$ cat src/tcqd_pkg.sv
package tcqd_pkg;

  // Configuration register indexes
  localparam logic [2:0] REG_TX_SIZE = 3'd0;
  localparam logic [2:0] REG_ZBIN    = 3'd1;
  localparam logic [2:0] REG_ROUND   = 3'd2;
  localparam logic [2:0] REG_QUANT   = 3'd3;
  localparam logic [2:0] REG_SHIFT   = 3'd4;
  localparam logic [2:0] REG_DEQUANT = 3'd5;

  localparam logic [1:0] TX_4X4   = 2'd0;
  localparam logic [1:0] TX_8X8   = 2'd1;
  localparam logic [1:0] TX_16X16 = 2'd2;
  localparam logic [1:0] TX_32X32 = 2'd3;

  localparam int MAX_COUNT = 1024;

  typedef struct packed {
    logic [1:0]  tx_size;
    logic [31:0] zbin_pair;
    logic [31:0] round_pair;
    logic [31:0] quant_pair;
    logic [31:0] shift_pair;
    logic [31:0] dequant_pair;
  } cfg_t;

  // One classified coefficient as held in the queue
  typedef struct packed {
    logic signed [15:0] coef;
    logic               ac;
    logic               last;
  } queue_item_t;

  // Side information carried down the back-end pipeline
  typedef struct packed {
    logic ac;
    logic last;
    logic neg;
    logic pass;
  } stage_meta_t;

  // Last index of a block for a size code
  function automatic logic [9:0] last_index(input logic [1:0] tx);
    logic [9:0] r;
    case (tx)
      TX_4X4:   r = 10'd15;
      TX_8X8:   r = 10'd63;
      TX_16X16: r = 10'd255;
      TX_32X32: r = 10'd1023;
      default:  r = 10'd15;
    endcase
    return r;
  endfunction

  // Select the DC or AC half of a pair register
  function automatic logic signed [15:0] pick_half(input logic [31:0] pair, input logic ac);
    return ac ? $signed(pair[31:16]) : $signed(pair[15:0]);
  endfunction

endpackage

$ cat src/transform_coeff_quant_dequant.sv
// Dead-zone quantizer with inverse quantizer for transform coefficients, one
// coefficient per transfer in scan order. A block holds 16, 64, 256 or 1024
// coefficients as set by tx_size; the first of a block uses the DC halves of
// the pair registers and the rest the AC halves. Each result carries the
// quantized level, its reconstructed value, the running nonzero count of the
// block and, on tlast, the end of the block. Sustained rate is one
// coefficient per cycle while the output is not stalled; an accepted input
// lands in the queue at its accepting edge and then passes the six
// registered stages of the back end (rounding, two chained quantizer
// multiplies, sign, the dequant multiply and saturation).
// A small queue sits between the front end, which tracks
// the position in the block, and the back end, so input and output can stall
// on their own. Write configuration only while no coefficient is in flight.
module transform_coeff_quant_dequant import tcqd_pkg::*; #(
  parameter int QUEUE_DEPTH = 4
) (
  input  logic        clk,
  input  logic        rst_n,
  // input coefficients
  input  logic        in_tvalid,
  output logic        in_tready,
  input  logic [15:0] in_tdata,   // [15:0] coefficient
  // results
  output logic        out_tvalid,
  input  logic        out_tready,
  output logic [47:0] out_tdata,  // [15:0] quantized, [31:16] reconstructed,
                                  // [42:32] nonzero_count, [47:43] zero
  output logic        out_tlast,  // block_end
  // configuration writes
  input  logic        cfg_valid,
  output logic        cfg_ready,
  input  logic [2:0]  cfg_index,
  input  logic [31:0] cfg_data
);

  cfg_t cfg_r, cfg_nxt;

  // Register file: always ready, unknown indexes dropped
  assign cfg_ready = 1'b1;

  always_comb begin
    cfg_nxt = cfg_r;
    if (cfg_valid) begin
      case (cfg_index)
        REG_TX_SIZE: cfg_nxt.tx_size      = cfg_data[1:0];
        REG_ZBIN:    cfg_nxt.zbin_pair    = cfg_data;
        REG_ROUND:   cfg_nxt.round_pair   = cfg_data;
        REG_QUANT:   cfg_nxt.quant_pair   = cfg_data;
        REG_SHIFT:   cfg_nxt.shift_pair   = cfg_data;
        REG_DEQUANT: cfg_nxt.dequant_pair = cfg_data;
        default:     cfg_nxt = cfg_r;
      endcase
    end
  end

  always_ff @(posedge clk) begin
    if (!rst_n) begin
      cfg_r <= '0;
    end else begin
      cfg_r <= cfg_nxt;
    end
  end

  // Front end to queue
  logic        push, pop, q_empty, q_full;
  queue_item_t push_item, head_item;

  tcqd_front u_front (
    .clk        (clk),
    .rst_n      (rst_n),
    .tx_size    (cfg_r.tx_size),
    .in_tvalid  (in_tvalid),
    .in_tready  (in_tready),
    .coef       ($signed(in_tdata)),
    .queue_full (q_full),
    .push       (push),
    .push_item  (push_item)
  );

  tcqd_queue #(
    .DEPTH (QUEUE_DEPTH)
  ) u_queue (
    .clk       (clk),
    .rst_n     (rst_n),
    .push      (push),
    .push_item (push_item),
    .pop       (pop),
    .head_item (head_item),
    .empty     (q_empty),
    .full      (q_full)
  );

  // Back end: arithmetic pipeline and output register
  logic signed [15:0] quantized, reconstructed;
  logic [10:0]        nonzero_count;

  tcqd_back u_back (
    .clk           (clk),
    .rst_n         (rst_n),
    .cfg           (cfg_r),
    .queue_empty   (q_empty),
    .head_item     (head_item),
    .pop           (pop),
    .out_tvalid    (out_tvalid),
    .out_tready    (out_tready),
    .quantized     (quantized),
    .reconstructed (reconstructed),
    .nonzero_count (nonzero_count),
    .block_end     (out_tlast)
  );

  // Pack the result fields, highest first
  assign out_tdata = {5'd0, nonzero_count, reconstructed, quantized};

endmodule

$ cat src/tcqd_queue.sv
module tcqd_queue import tcqd_pkg::*; #(
  parameter int DEPTH = 4
) (
  input  logic        clk,
  input  logic        rst_n,
  input  logic        push,
  input  queue_item_t push_item,
  input  logic        pop,
  output queue_item_t head_item,
  output logic        empty,
  output logic        full
);

  localparam int PTR_W = $clog2(DEPTH);
  localparam int CNT_W = $clog2(DEPTH + 1);

  queue_item_t      store [DEPTH];
  logic [PTR_W-1:0] wr_ptr_r, wr_ptr_nxt;
  logic [PTR_W-1:0] rd_ptr_r, rd_ptr_nxt;
  logic [CNT_W-1:0] fill_r, fill_nxt;
  logic             do_push, do_pop;

  assign empty     = (fill_r == '0);
  assign full      = (fill_r == CNT_W'(DEPTH));
  assign head_item = store[rd_ptr_r];
  assign do_push   = push && !full;
  assign do_pop    = pop && !empty;

  always_comb begin
    wr_ptr_nxt = wr_ptr_r;
    rd_ptr_nxt = rd_ptr_r;
    fill_nxt   = fill_r;
    if (do_push) begin
      wr_ptr_nxt = (wr_ptr_r == PTR_W'(DEPTH - 1)) ? '0 : wr_ptr_r + 1'b1;
    end
    if (do_pop) begin
      rd_ptr_nxt = (rd_ptr_r == PTR_W'(DEPTH - 1)) ? '0 : rd_ptr_r + 1'b1;
    end
    case ({do_push, do_pop})
      2'b10:   fill_nxt = fill_r + 1'b1;
      2'b01:   fill_nxt = fill_r - 1'b1;
      default: fill_nxt = fill_r;
    endcase
  end

  always_ff @(posedge clk) begin
    if (!rst_n) begin
      wr_ptr_r <= '0;
      rd_ptr_r <= '0;
      fill_r   <= '0;
    end else begin
      wr_ptr_r <= wr_ptr_nxt;
      rd_ptr_r <= rd_ptr_nxt;
      fill_r   <= fill_nxt;
    end
  end

  always_ff @(posedge clk) begin
    if (do_push) begin
      store[wr_ptr_r] <= push_item;
    end
  end

endmodule

$ cat src/tcqd_front.sv
module tcqd_front import tcqd_pkg::*; (
  input  logic               clk,
  input  logic               rst_n,
  input  logic [1:0]         tx_size,
  input  logic               in_tvalid,
  output logic               in_tready,
  input  logic signed [15:0] coef,
  input  logic               queue_full,
  output logic               push,
  output queue_item_t        push_item
);

  logic [9:0] position_r, position_nxt;
  logic       at_end;

  assign in_tready = !queue_full;
  assign push      = in_tvalid && !queue_full;
  assign at_end    = (position_r >= last_index(tx_size));

  assign push_item.coef = coef;
  assign push_item.ac   = (position_r != '0);
  assign push_item.last = at_end;

  always_comb begin
    position_nxt = position_r;
    if (push) begin
      position_nxt = at_end ? '0 : position_r + 1'b1;
    end
  end

  always_ff @(posedge clk) begin
    if (!rst_n) begin
      position_r <= '0;
    end else begin
      position_r <= position_nxt;
    end
  end

endmodule

$ cat src/tcqd_back.sv
module tcqd_back import tcqd_pkg::*; (
  input  logic               clk,
  input  logic               rst_n,
  input  cfg_t               cfg,
  input  logic               queue_empty,
  input  queue_item_t        head_item,
  output logic               pop,
  output logic               out_tvalid,
  input  logic               out_tready,
  output logic signed [15:0] quantized,
  output logic signed [15:0] reconstructed,
  output logic [10:0]        nonzero_count,
  output logic               block_end
);

  logic big;
  logic adv;

  assign big = (cfg.tx_size == TX_32X32);
  // Whole pipeline moves together unless the output holds a result not yet taken
  assign adv = !out_tvalid || out_tready;
  assign pop = adv && !queue_empty;

  // Stage 1: magnitude, dead-zone test, rounding with clamp
  logic signed [16:0] c_ext, mag, zb_sel, rnd_sel;
  logic signed [17:0] t_sum;
  logic signed [15:0] t_clamp, zb_h, rnd_h;
  stage_meta_t        meta_in;

  always_comb begin
    zb_h    = pick_half(cfg.zbin_pair, head_item.ac);
    rnd_h   = pick_half(cfg.round_pair, head_item.ac);
    zb_sel  = 17'(zb_h);
    rnd_sel = 17'(rnd_h);
    if (big) begin
      zb_sel  = (zb_sel + 17'sd1) >>> 1;
      rnd_sel = (rnd_sel + 17'sd1) >>> 1;
    end
    c_ext = 17'(head_item.coef);
    mag   = head_item.coef[15] ? -c_ext : c_ext;
    t_sum = 18'(mag) + 18'(rnd_sel);
    if (t_sum < -18'sd32768) begin
      t_clamp = 16'sh8000;
    end else if (t_sum > 18'sd32767) begin
      t_clamp = 16'sh7fff;
    end else begin
      t_clamp = t_sum[15:0];
    end
    meta_in.ac   = head_item.ac;
    meta_in.last = head_item.last;
    meta_in.neg  = head_item.coef[15];
    meta_in.pass = (mag >= zb_sel);
  end

  logic               v1_r, v2_r, v3_r, v4_r, v5_r;
  stage_meta_t        m1_r, m2_r, m3_r, m4_r, m5_r;
  logic signed [15:0] t1_r, t2_r;
  logic signed [31:0] p1_r;
  logic signed [32:0] p2_r, p3_r;
  logic signed [15:0] level4_r;
  logic               nz4_r, nz5_r;
  logic signed [15:0] level5_r;

  // Stage 3 arithmetic: (t*q >> 16) + t, times shift
  logic signed [16:0] u_sum;
  logic signed [15:0] s_h, s_eff;
  always_comb begin
    u_sum = 17'($signed(p1_r[31:16])) + 17'(t2_r);
    s_h   = pick_half(cfg.shift_pair, m2_r.ac);
    s_eff = big ? $signed({s_h[14:0], 1'b0}) : s_h;
  end

  // Stage 4 arithmetic: final level and sign
  logic signed [16:0] t_fin;
  logic               nz_fin;
  logic [15:0]        lvl_fin;
  always_comb begin
    t_fin   = m3_r.pass ? $signed(p2_r[32:16]) : 17'sd0;
    nz_fin  = (t_fin != 17'sd0);
    lvl_fin = m3_r.neg ? 16'(17'sd0 - t_fin) : t_fin[15:0];
  end

  // Stage 5 arithmetic: dequant product on |level|
  logic signed [16:0] lvl_ext, lvl_mag;
  logic signed [15:0] scale_h;
  always_comb begin
    lvl_ext = 17'(level4_r);
    lvl_mag = level4_r[15] ? -lvl_ext : lvl_ext;
    scale_h = pick_half(cfg.dequant_pair, m4_r.ac);
  end

  // Output stage: halve at the largest size, sign, saturate, count
  logic signed [32:0] m_sh;
  logic signed [33:0] m_sgn;
  logic signed [15:0] m_sat;
  logic [10:0]        count_calc;
  logic [10:0]        running_r, running_nxt;
  always_comb begin
    m_sh  = big ? (p3_r >>> 1) : p3_r;
    m_sgn = level5_r[15] ? -34'(m_sh) : 34'(m_sh);
    if (m_sgn < -34'sd32768) begin
      m_sat = 16'sh8000;
    end else if (m_sgn > 34'sd32767) begin
      m_sat = 16'sh7fff;
    end else begin
      m_sat = m_sgn[15:0];
    end
    count_calc  = (m5_r.ac ? running_r : 11'd0) + {10'd0, nz5_r};
    running_nxt = running_r;
    if (adv && v5_r) begin
      running_nxt = m5_r.last ? 11'd0 : count_calc;
    end
  end

  always_ff @(posedge clk) begin
    if (!rst_n) begin
      v1_r       <= 1'b0;
      v2_r       <= 1'b0;
      v3_r       <= 1'b0;
      v4_r       <= 1'b0;
      v5_r       <= 1'b0;
      out_tvalid <= 1'b0;
      running_r  <= '0;
    end else begin
      running_r <= running_nxt;
      if (adv) begin
        v1_r       <= !queue_empty;
        v2_r       <= v1_r;
        v3_r       <= v2_r;
        v4_r       <= v3_r;
        v5_r       <= v4_r;
        out_tvalid <= v5_r;
      end
    end
  end

  always_ff @(posedge clk) begin
    if (adv) begin
      m1_r          <= meta_in;
      t1_r          <= t_clamp;
      m2_r          <= m1_r;
      t2_r          <= t1_r;
      p1_r          <= t1_r * pick_half(cfg.quant_pair, m1_r.ac);
      m3_r          <= m2_r;
      p2_r          <= u_sum * s_eff;
      m4_r          <= m3_r;
      level4_r      <= $signed(lvl_fin);
      nz4_r         <= nz_fin;
      m5_r          <= m4_r;
      level5_r      <= level4_r;
      nz5_r         <= nz4_r;
      p3_r          <= lvl_mag * scale_h;
      quantized     <= level5_r;
      reconstructed <= m_sat;
      nonzero_count <= count_calc;
      block_end     <= m5_r.last;
    end
  end

endmodule

$ cat config.mk
export PLATFORM = sky130hd
export DESIGN_NAME = transform_coeff_quant_dequant
export DESIGN_NICKNAME = d
export VERILOG_FILES = /design/src/tcqd_pkg.sv /design/src/transform_coeff_quant_dequant.sv /design/src/tcqd_queue.sv /design/src/tcqd_front.sv /design/src/tcqd_back.sv
export SDC_FILE = /design/constraint.sdc
export NUM_CORES = 2
export LEC_CHECK = 0
export BUFFER_PORTS_ARGS = -buffer_cell sky130_fd_sc_hd__buf_2
export CAP_MARGIN = 20
export CORE_AREA = 2 2 385 349
export DETAILED_ROUTE_END_ITERATION = 12
export DIE_AREA = 0 0 387 351
export GPL_ROUTABILITY_DRIVEN = 0
export GPL_TIMING_DRIVEN = 0
export PLACE_DENSITY = 0.54
export SLEW_MARGIN = 20
export SYNTH_ARGS = -nofsm -noshare
export SYNTH_HDL_FRONTEND = slang
export SYNTH_SLANG_ARGS = --single-unit
$ cat constraint.sdc
create_clock -name clk -period 10.2 [get_ports clk]
set_input_delay 2.04 -clock clk [delete_from_list [all_inputs] [get_ports clk]]
set_output_delay 2.04 -clock clk [all_outputs]
set_load 0.05 [all_outputs]
**Word level (Yosys, flattened, before mapping)**

Memory sizes are Yosys's and may differ from the RTL's. A register that Yosys moved wholly into a read port is not among the register bits.
Index checks and enable logic that the tools add are counted.

- Memories kept: 1
- ROM bits: 0
- Memory bits (writable): 72
- Flip-flop bits (word level): 420
- Logic and storage cells: 131
- Bits in latches: 0
- Bits of input ports: 56

Memories:

| name | words | bits a word | read ports | clocked after memory_dff | write ports | RTL line | RTL |
|---|---|---|---|---|---|---|---|
| u_queue.store | 4 | 18 | 1 | 1 | 1 | tcqd_queue.sv:17 | `queue_item_t store [DEPTH];` |

- Add/subtract/negate cells: 14
- Bitwise operators: 0
- Equal/unequal tests: 13
- Div/mod/pow operators: 0
- Multiplexer cells: 27
- $mul: 3
- Shift-type cells: 0
- Order comparisons: 6
- Reduce and logical (&&, ||, !) cells: 21

Operator list:

| operator | count |
|---|---|
| 2-to-1 mux 16 bit | 9 |
| 2-to-1 mux 17 bit | 5 |
| multiplier 17 x 16 -> 33 bit | 2 |
| one-hot mux 10 bit (4 select lines) | 1 |
| adder 16 x 2 -> 17 bit, second input constant | 2 |
| greater-than comparator 34 x 16 -> 1 bit, second input constant | 1 |
| < comparator 34 x 16 -> 1 bit, second input constant | 1 |
| 2-to-1 mux 34 bit | 1 |
| negator 16 -> 17 bit | 2 |
| negator 33 -> 34 bit | 1 |
| multiplier 16 x 16 -> 32 bit | 1 |
| 2-to-1 mux 32 bit | 1 |
| 2-to-1 mux 11 bit | 2 |
| adder 17 x 17 -> 18 bit | 1 |
| greater-than comparator 18 x 16 -> 1 bit, second input constant | 1 |
| < comparator 18 x 16 -> 1 bit, second input constant | 1 |
| adder 16 x 16 -> 17 bit | 1 |
| >= comparator 17 bit | 1 |
| nonzero test 17 bit | 1 |
| subtractor 1 x 16 -> 16 bit, first input constant | 1 |
| AND reduction 2 bit | 6 |
| adder 11 x 1 -> 11 bit | 1 |
| adder 10 x 1 -> 10 bit, second input constant | 1 |
| == test 2 bit, second input constant | 5 |
| 19 further kinds | 35 |

**Depth between registers and ports, before layout**

- Word-level depth: 6
- Depth in mapped cells: 36
- Depth with buffers taken out: 35

**Cells and area by module**

Synthesis repeated with hierarchy kept, for this count alone.

- Cell total of the unflattened synthesis: 5286
- Area, all modules: 52201.3 sq um

By module, submodules not included:

| module | cells an instance | instances | area each (sq um) |
|---|---|---|---|
| tcqd_back | 4466 | 1 | 42228.0 |
| transform_coeff_quant_dequant | 572 | 1 | 5975.7 |
| tcqd_queue | 150 | 1 | 3133.0 |
| tcqd_front | 98 | 1 | 864.6 |

**Worst setup path before layout**

OpenSTA, ideal clock, no wires.

- Path type: reg-to-reg
- Start point: reg cfg_r[161] (netlist name)
- End point: reg u_back.p2_r[31] (data pin)
- Path slack: 1.757 ns
- Data required time: 9.942 ns
- Arrival: 8.185 ns
- Setup time: 0.258 ns
- Cell stages (with the launch flop): 34
- Cell sequence: dfxtp_1 and2_1 buf_2 inv_2 buf_1 clkbuf_1 buf_1 clkbuf_1 clkbuf_1 nand2_1 nand3_1 o21a_1 clkbuf_1 nand2_1 fa_1 fa_1 fa_1 inv_1 fa_1 fa_1 inv_1 fa_1 inv_1 ha_1 nand3_1 nor2_1 o21ai_0 o41ai_1 nor2_1 a211oi_1 nor2_1 o311ai_0 a21oi_1 xnor2_1

- Cells in the longest elaborated chain, start to end: 3

Ends and longest elaborated chain:

| item | RTL line | RTL |
|---|---|---|
| start: declaration | transform_coeff_quant_dequant.sv:36 | `cfg_t cfg_r, cfg_nxt;` |
| start signal: assignment | transform_coeff_quant_dequant.sv:60 | `cfg_r <= cfg_nxt;` |
| == test 2 bit | tcqd_back.sv:19 | `assign big = (cfg.tx_size == TX_32X32);` |
| 2-to-1 mux 16 bit | tcqd_back.sv:70 | `s_eff = big ? $signed({s_h[14:0], 1'b0}) : s_h;` |
| multiplier 17 x 16 -> 33 bit | tcqd_back.sv:145 | `p2_r <= u_sum * s_eff;` |
| end signal: assignment | tcqd_back.sv:145 |  |
| end: declaration | tcqd_back.sv:59 | `logic signed [32:0] p2_r, p3_r;` |

No other way between the ends.
A chain may end at the register's enable or synchronous reset.

**Final worst setup path**

- Start point: reg cfg_r[161] (netlist name)
- End point: reg u_back.p2_r[32] (data pin)

Same word-level chain as after synthesis.

==> flow_summary.toml <==
[status]
outcome = "finished clean"

[floorplanning]
coreArea_um2 = 132000
die-area_um2 = 136000
start_util_pct = 39.7
pin_count = 108
rows = 127
die_x_um = 387
dieHeight_um = 351

[clock_tree]
clk_pin_slew_ns = 0.06
cts_tree = "built"
clock_sinks = 462
numCtsBuffers = 53
cts_max_level = 2
insertion_delay_ns = 0.68
post_cts_buffers = 0
clockBufferDepth = 3
cts_root_buffer = "clkbuf_16"

[timing]
setup_viol = 0
final.min_clock_period_ns = 9.72
layout_setup_ws_ns = 0.475
slew_violations = 0
fin_skew_ns = 0.0763
maxSlewHeadroom_pct = 22.6
achievable-frequency_mhz = 103
worstMarginPinSlew_ns = 1.15
hold_violations = 0
fin_crit_sh_pct = 95.3

[global_route]
first_global_vias = 40200
grt_use_met1_pct = 31.8
grt_max_degree = 90
grtUsageTotal_pct = 22.8
use_met2_pct = 37.0
grtUsageMet3_pct = 2.74
overflow = 0
antenna_found_initial = 5
grt.busiest_layer = "met2"
grt_pass1_wl_mm = 238

[logic_synthesis]
yosys-top-cells-count = "inv_1 (950), nand2_1 (873), fa_1 (815)"
ys.flop_type = "edfxtp_1"
netlist.area_leader.share_pct = 31.1
synth_edf_count = 264
synth_area_leaders = "fa_1 (31%), edfxtp_1 (15%), dfxtp_1 (7.6%)"
ys_ff_latch = 462
yosys.area.top_type = "fa_1"
seq_area_frac_synth_pct = 22.7
yosysWarnings = 0
yosysMostFrequentCell = "inv_1"
syn_area_um2 = 52500
synthCells = 5531
synth_area_per_cell_um2 = 9.49
async_reset_ff_share_pct = 0
synth_cell_types = 84

[cells_and_area]
drive_above_1_share_pct = 5.90
finalNonFillerCells = 7507
n_antenna_cell = 0
nets = 6910
area_delta_synth_final_pct = 9.16

[route]
vias = 38600
wl_per_cell_um = 20.2
ant_nets = 0
firstDrtPassIters = 5
routed_wl_mm = 151
route.detailed.drc = 0
viasPerCell = 5.14
dr.first_iter.drc_count = 2651

[worst_setup_path]
cp_slowest_cell = "fa_1"
cpMostUsedCell = "fa_1"
rrSetupSlack_ns = 0.48
arrival_ns = 10.15
crit_fanout = 17
cpPeakStageDelay_ns = 0.55
crit_required_ns = 10.63
reg2reg_depth = 33
crit_type = "flop to flop"
worst_setup_path_end_kind = "flop"
critPathLaunchType = "flop"

[placement]
dp.cells = 7412
io_buffers = 98
hpwlAfterDp_mm = 123
preCtsSetupSlack_ns = -1.77

[flow_run]
drv_cap = 0

[min_path]
holdPathStages = 0
hold_class = "flop to flop"
## what timing repair did
action,CTS,global route
pin swaps,1,1
hold buffers,0,0
resized for setup,16,16
setup endpoints to repair,17,6
endpoints found under the hold margin,0,0
## path summary, 6_finish.rpt
check	startpoint	endpoint
worst max register to register	cfg_r[161]	u_back.p2_r[32]
worst min-delay path	u_back.level5_r[4]	u_back.quantized[4]
worst min register to register	u_back.level5_r[4]	u_back.quantized[4]
worst max-delay path	cfg_r[161]	u_back.p2_r[32]
## routing by layer
metal,up-vias,routed length [µm]
met2,1071,69100
met4,0,4910
met1,19400,69100
met5,-,0
li1,17900,-
met3,218,8270
## state kept, by name, summed over array words and instances (netlist names), 3 cells and up, named ones only
register              flops
u_back.t2_r              16
u_back.t1_r              16
u_back.m3_r               4
u_queue.store            72
u_back.level5_r          16
u_back.reconstructed     16
u_back.quantized         16
u_back.nonzero_count     11
u_back.running_r         11
u_queue.fill_r            3
u_back.p2_r              17
cfg_r                   162
u_back.level4_r          16
u_back.p3_r              33
u_front.position_r       10
u_back.m1_r               4
u_back.p1_r              16
u_back.m2_r               4
## worst max-delay path: cells and delay by family (launching register included)
family / cells / cell delay, ns
AOI/OAI and AO/OA: 6 / 1.97
xor gates and xnor gates: 1 / 0.32
adders and majority gates: 7 / 3.32
buffers and inverters: 11 / 2.25
DFF: 1 / 0.44
and+or+nand+nor: 8 / 1.18
## layout make-up
class | count | area [µm²]
timing repair buffer | 101 | 551
multi-input combinational | 3938 | 36400
buffer | 212 | 856
fill | 13000 | 74800
clock buffer | 72 | 1550
tap | 1741 | 2180
sequential | 462 | 11900
clock inverter | 26 | 239
inverter | 955 | 3590
## cells in the final DEF, fill, tap and decap left out, drive strengths merged, types with 24 or more instances in the layout
master	n
o21ai	94
inv	958
mux4	25
ha	316
buf	128
fa	815
or3	28
o31ai	24
mux2	29
mux2i	68
and2	95
nand2	873
nor2	361
a21oi	136
nand2b	50
o21a	55
clkbuf	257
xnor2	143
xor2	59
nor2b	101
a21o	35
a21boi	178
edfxtp	264
or2	33
nor3	51
dfxtp	198
nand3	68
conb	41
## through the flow
stage	instance area, µm²	setup TNS (ns)	utilization, %	hold slack (ns)
floorplan	52600	0	-	0.400
global placement	55300	-14.18	41.9	0.401
detailed placement	55400	-13.66	42.0	0.405
CTS	57200	0	43.3	0.408
global route	57300	-0.0156	43.4	0.422
finish	57300	0	43.4	0.418
## cells by family (layout without fill, tap and decap cells)
family          count (synthesis)  in the layout  synth area share [%]
xor+xnor                      202            202                  3.37
flops                         462            462                  22.7
fa+ha+maj                    1131           1131                  38.6
mux                           122            122                  2.99
buf+inv                      1170           1366                  8.44
simple gates                 1745           1745                  14.8
compound gates                697            697                  9.10
other cells                     2             41                0.0143
Power is left out: the tool's default activity adds up to more than one toggle a clock period on the data nets, which glitch-free logic cannot reach.
